File: config.mk
export PLATFORM = sky130hd
export DESIGN_NAME = lprl_tree
export DESIGN_NICKNAME = d
export VERILOG_FILES = /design/src/design/lprl_pkg.sv /design/src/design/lprl_tree.sv
export SDC_FILE = /design/constraint.sdc
export NUM_CORES = 1
export LEC_CHECK = 0
export BUFFER_PORTS_ARGS = -buffer_cell sky130_fd_sc_hd__buf_2
export CAP_MARGIN = 20
export CORE_UTILIZATION = 59
export DETAILED_ROUTE_END_ITERATION = 8
export GPL_ROUTABILITY_DRIVEN = 0
export PLACE_DENSITY = 0.76
export SYNTH_ARGS = -nofsm -noshare
export SYNTH_HDL_FRONTEND = slang
export SYNTH_SLANG_ARGS = --single-unit
export TNS_END_PERCENT = 1
File: constraint.sdc
create_clock -name clk -period 4.2 [get_ports clk]
set_input_delay 0.84 -clock clk [delete_from_list [all_inputs] [get_ports clk]]
set_output_delay 0.84 -clock clk [all_outputs]
set_load 0.05 [all_outputs]
File: src/design/lprl_pkg.sv
// Shared types, constants and a helper function for the longest-prefix route lookup.
`default_nettype none

package lprl_pkg;

  localparam int TABLE_DEPTH_DEF = 64;

  localparam int ADDR_W     = 32;
  localparam int PORT_W     = 4;
  localparam int INDEX_W    = 6;
  localparam int COUNT_W    = 7;
  localparam int RANK_W     = 6;
  localparam int KEY_W      = RANK_W + 1;
  localparam int IN_TDATA_W = 144;
  localparam int OUT_TDATA_W = 48;

  localparam logic KIND_LOAD   = 1'b0;
  localparam logic KIND_LOOKUP = 1'b1;

  // One item as it moves down the side line beside the comparison tree.
  typedef struct packed {
    logic               valid;
    logic               kind;
    logic [INDEX_W-1:0] entry_index;
    logic [ADDR_W-1:0]  gateway;
    logic [PORT_W-1:0]  port;
  } item_t;

  // Number of one bits in a 32-bit word, summed as a balanced tree.
  function automatic logic [RANK_W-1:0] ones32(input logic [31:0] v);
    logic [1:0] s1 [16];
    logic [2:0] s2 [8];
    logic [3:0] s3 [4];
    logic [4:0] s4 [2];
    for (int i = 0; i < 16; i++) begin
      s1[i] = 2'(v[2*i]) + 2'(v[2*i+1]);
    end
    for (int i = 0; i < 8; i++) begin
      s2[i] = 3'(s1[2*i]) + 3'(s1[2*i+1]);
    end
    for (int i = 0; i < 4; i++) begin
      s3[i] = 4'(s2[2*i]) + 4'(s2[2*i+1]);
    end
    for (int i = 0; i < 2; i++) begin
      s4[i] = 5'(s3[2*i]) + 5'(s3[2*i+1]);
    end
    return RANK_W'(s4[0]) + RANK_W'(s4[1]);
  endfunction

endpackage

`default_nettype wire

File: src/design/lprl_tree.sv
// Registered priority tree that picks the matching route with the longest mask.
`default_nettype none

module lprl_tree #(
  parameter int TABLE_DEPTH = lprl_pkg::TABLE_DEPTH_DEF,
  localparam int IDX_W  = $clog2(TABLE_DEPTH),
  localparam int LEAVES = 1 << IDX_W
) (
  input  wire logic                       clk,
  input  wire logic                       en,
  input  wire logic [lprl_pkg::KEY_W-1:0] leaf_key_i [LEAVES],
  output logic      [lprl_pkg::KEY_W-1:0] root_key_o,
  output logic      [IDX_W-1:0]           root_idx_o
);

  logic [lprl_pkg::KEY_W-1:0] leaf_key_r [LEAVES];
  logic [lprl_pkg::KEY_W-1:0] node_key_r [1:LEAVES-1];
  logic [IDX_W-1:0]           node_idx_r [1:LEAVES-1];

  always_ff @(posedge clk) begin
    if (en) begin
      leaf_key_r <= leaf_key_i;
    end
  end

  // Nodes are kept in heap order: node n combines nodes 2n and 2n+1. Every node is
  // a register, so each level of the tree is one pipeline stage.
  for (genvar n = 1; n < LEAVES; n++) begin : g_node
    logic [lprl_pkg::KEY_W-1:0] lkey;
    logic [lprl_pkg::KEY_W-1:0] rkey;
    logic [IDX_W-1:0]           lidx;
    logic [IDX_W-1:0]           ridx;

    if (2 * n >= LEAVES) begin : g_from_leaf
      assign lkey = leaf_key_r[2*n-LEAVES];
      assign rkey = leaf_key_r[2*n+1-LEAVES];
      assign lidx = IDX_W'(2*n-LEAVES);
      assign ridx = IDX_W'(2*n+1-LEAVES);
    end else begin : g_from_node
      assign lkey = node_key_r[2*n];
      assign rkey = node_key_r[2*n+1];
      assign lidx = node_idx_r[2*n];
      assign ridx = node_idx_r[2*n+1];
    end

    // The key is {hit, rank}; on equal keys the left side holds the lower index.
    always_ff @(posedge clk) begin
      if (en) begin
        if (lkey >= rkey) begin
          node_key_r[n] <= lkey;
          node_idx_r[n] <= lidx;
        end else begin
          node_key_r[n] <= rkey;
          node_idx_r[n] <= ridx;
        end
      end
    end
  end

  assign root_key_o = node_key_r[1];
  assign root_idx_o = node_idx_r[1];

endmodule

`default_nettype wire

# Yosys cells after proc, flatten, opt, wreduce, memory -nomap -nowiden
# Memories as Yosys holds them, arrays and structs flattened.
# Cells that the tools add are included.
[totals]
reg_bits = 448
mem_bits_rw = 819
mem_bits_ro = 0
memories = 2
latchBits = 0
elab_cells = 759
[mem_list]
columns = ["memory", "words", "width", "rd", "rd_ports_with_merged_regs", "write_ports", "line_no", "rtl"]
rows = [
  ["node_key_r", 63, 7, 63, 0, 63, "lprl_tree.sv:17", "logic [lprl_pkg::KEY_W-1:0] node_key_r [1:LEAVES-1];"],
  ["node_idx_r", 63, 6, 63, 0, 63, "lprl_tree.sv:18", "logic [IDX_W-1:0] node_idx_r [1:LEAVES-1];"],
]
[op_classes]
order_cmp = 63
n_shift = 0
muxes = 504
n_div = 0
n_reduce_logical = 0
multipliers = 0
n_bitwise = 126
n_eq_ne = 0
n_addsub = 0
[ops]
columns = ["op", "n"]
rows = [
  ["$ge 7x7->1", 63],
  ["$mux 7", 63],
  ["$mux 1", 378],
  ["$mux 6", 63],
  ["$or 1x1->1", 126],
]

# Logic depth before layout (Yosys ltp)
# An unclocked memory read counts as a cell.
[depth]
depth_word = 6
mapped_depth = 7
depth_no_buf = 6

# Worst setup path after synthesis
# Ideal clock, no wire load.
[synth_timing]
path_type = "input -> register"
startpoint = "in en"
endpoint = "reg, netlist name node_idx_r[0][36]"
arrival_ns = 2.304
setup_ns = 0.260
setup_slack_ns = 1.637
t_required_ns = 3.940
path_stages = 6
path_cell_list = "buf_4 -> inv_4 -> buf_4 -> a2111oi_1 -> buf_2 -> mux2_2"
[synth_rtl]
columns = ["item", "line_no", "rtl"]
rows = [
  ["start, declared", "lprl_tree.sv:10", "input wire logic en,"],
]

==> out/metrics.csv <==
metric;value;unit
kind of end point of the critical path;flop;
WHS Endpoint;g_node[43].rkey[3]$_DFFE_PP_;
period utilisation layout;66.17;%
die area;82380;sq um
first-pass GRT wire length;143.7;mm
Final Hold Viols;0;
sequential share of the synthesized area;63.21;%
gr ovfl total;0;
TritonCTS Sinks;1009;
Post-Route Skew;0.02845;ns
gr usage total;22.43;%
synthesized cell area;47930;sq um
total negative setup slack;0;ns
unrepaired setup endpoints after global routing;false;
delay-heaviest family, CP;compound AO/OA/AOI/OAI gates;
Vias/cell;5.535;
Num CTS Buffers;103;
DR iter-0 viols;1683;
Startpoint Class;flop;
clock root buffer;clkbuf_16;
final setup fails;0;
initial antenna violation count;9;
Worst-Margin Slew;1.079;ns
CTS clock-pin slew for the worst setup and hold paths;0.06;ns
Critical Path RT;4.60;ns
HP Class;input pin to flop;
# DRC;0;
Hold-fix buffers, CTS;0;
reg2reg end;node_key_r[0][54]$_DFFE_PP_;
DRT Pass-1 Iters;5;
status;finished, final reports clean;
Syn Area/Cell;15.77;sq um
Hold Slack;0.3472;ns
Avg WL per Cell;19.81;um
Setup Crit Path Kind;flop to flop;
Routed Wire Length;93.08;mm
area of the core;80420;sq um
DP HPWL;67.15;mm
Power Dens Cells;476.0;nW/um^2
Yosys Warn Count;0;
P_leak;22.42;nW
Final nets;4433;
register bit total from synthesis;1009;
Initial Util;59.60;%
Mapped Nets;3931;
Rows;104;
CTS tree;yes;
Max Cap Violations;0;
Clock Latency Late Sink;0.67;ns
postcts setup bufs;0;
die width;287.0;um
ratio of cells with drive above 1 in the final layout;33.16;%
worst reg2reg path depth;7;
Via Count;26010;
Hold Crit Depth;1;
# IOs;463;
post-synthesis instance total;3040;
clock buffer depth;3;
Die Y-Extent;287.0;um
final-layout fill cell count;5341;
Worst Min Path Start;leaf_key_i[283];
worst vdd ir;0.3781;mV
CP arrival;3.18;ns
FF-to-FF Start;node_key_r[0][98]$_DFFE_PP_;
Period minus WS final;2.779;ns
post-CTS resize count;0;
area grow syn2layout;14.76;%
# port buffers;462;
largest net degree at the start of global routing;176;
max_slew headroom;28.09;%
Max Clk Rate;359.8;MHz
CP Cell Sequence;inv_1 > ha_1 > nand2b_1 > a211o_1 > a2111oi_2 > buf_4 > mux2_2;
CP peak stage delay;0.75;ns
ANT nets after route;0;
pins over their slew limit;0;
vias in the first global route;27930;
H-tree level count;3;
largest fanout on the critical path;6;
Distinct cells, synth;20;
CP max stage cell;a2111oi_2;
WP buf/inv;2;
flop-to-flop setup slack;1.42;ns
## state kept, by name (all words and copies together) (netlist names)
name         cells
node_idx_r     120
g_node.lkey    224
node_key_r     441
g_node.rkey    224
## stage by stage
step	power [mW]	cell area, sq um	utilization [%]	instances	setup slack [ns]
finish	26.19	55010	68.40	4699	1.421
floorplan	15.59	47930	-	3040	1.637
detailed placement	16.89	51450	63.97	4497	1.094
CTS	26.39	54990	68.38	4691	1.407
global placement	16.61	51450	63.97	4497	1.156
global route	27.23	55010	68.40	4698	1.264
## report_power, final
group	leakage (nW)	total (mW)	internal [mW]	switching, mW
clock	1.72	9.48	5.62	3.85
sequential	9.91	13.0	12.4	0.623
combinational	10.8	3.68	1.83	1.85
## worst register-to-register path: cells and delay by family, from the launching register on
family / cells / cell delay [ns]
fa+ha+maj: 1 / 0.21
mux: 1 / 0.35
flops: 1 / 0.40
buf+inv: 2 / 0.35
compound gates: 2 / 1.05
simple gates: 1 / 0.15
## cell usage in the layout, fill, tap and decap left out, types with 103 or more instances in the layout
master,instances
edfxtp_1,1009
mux2_2,496
buf_2,461
inv_1,441
ha_1,441
nor2_1,189
clkbuf_16,103
## synth_stat cells (all sizes together)
cell type / number / share of area [%]
inv: 442 / 3.5
nand2b: 63 / 0.84
edfxtp: 1009 / 63
mux2: 498 / 12
nand4: 63 / 0.82
nor2: 189 / 1.5
buf: 14 / 0.18
a211oi: 63 / 0.99
o21ai: 63 / 0.66
clkbuf: 69 / 0.54
a2111oi: 63 / 3.4
a211o: 63 / 1.2
ha: 441 / 12
## final cells by class
class,count,area [sq um],share of cell area [%]
antenna,8,20.02,0.03639
tap,1060,1326,2.411
inverter,442,1667,3.030
multi-input combinational,1506,15630,28.42
sequential,1009,30300,55.08
clock buffer,115,2623,4.768
clock inverter,79,919.6,1.672
timing repair buffer,480,2520,4.581
## kinds of logic after synthesis
family / share of synthesized area (%)
compound gates: 6.236
fa+ha+maj: 11.51
buf+inv: 4.190
flops: 63.21
mux: 11.71
simple gates: 3.140
## layer usage
layer	part of all wire, %	vias to the layer above	global-route usage, %
li1	-	12370	-
met1	41	12780	27.88
met2	51	673	39.63
met3	5.2	182	3.667
met4	2.8	2	7.753
met5	0.014	-	0
## worst max-delay path by stage
stage / start / to / slack [ns] / cells past startpoint
after floorplan: en / node_idx_r[0][36]$_DFFE_PP_ / 1.64 / 6
after global placement: en / node_key_r[0][147]$_DFFE_PP_ / 1.16 / 5
after detailed placement: en / node_key_r[0][182]$_DFFE_PP_ / 1.09 / 5
after CTS: node_key_r[0][98]$_DFFE_PP_ / node_key_r[0][54]$_DFFE_PP_ / 1.41 / 7
after global routing: node_key_r[0][98]$_DFFE_PP_ / node_key_r[0][54]$_DFFE_PP_ / 1.26 / 7
final: node_key_r[0][98]$_DFFE_PP_ / node_key_r[0][54]$_DFFE_PP_ / 1.42 / 7
No activity file was read; power rests on OpenSTA's default activity.
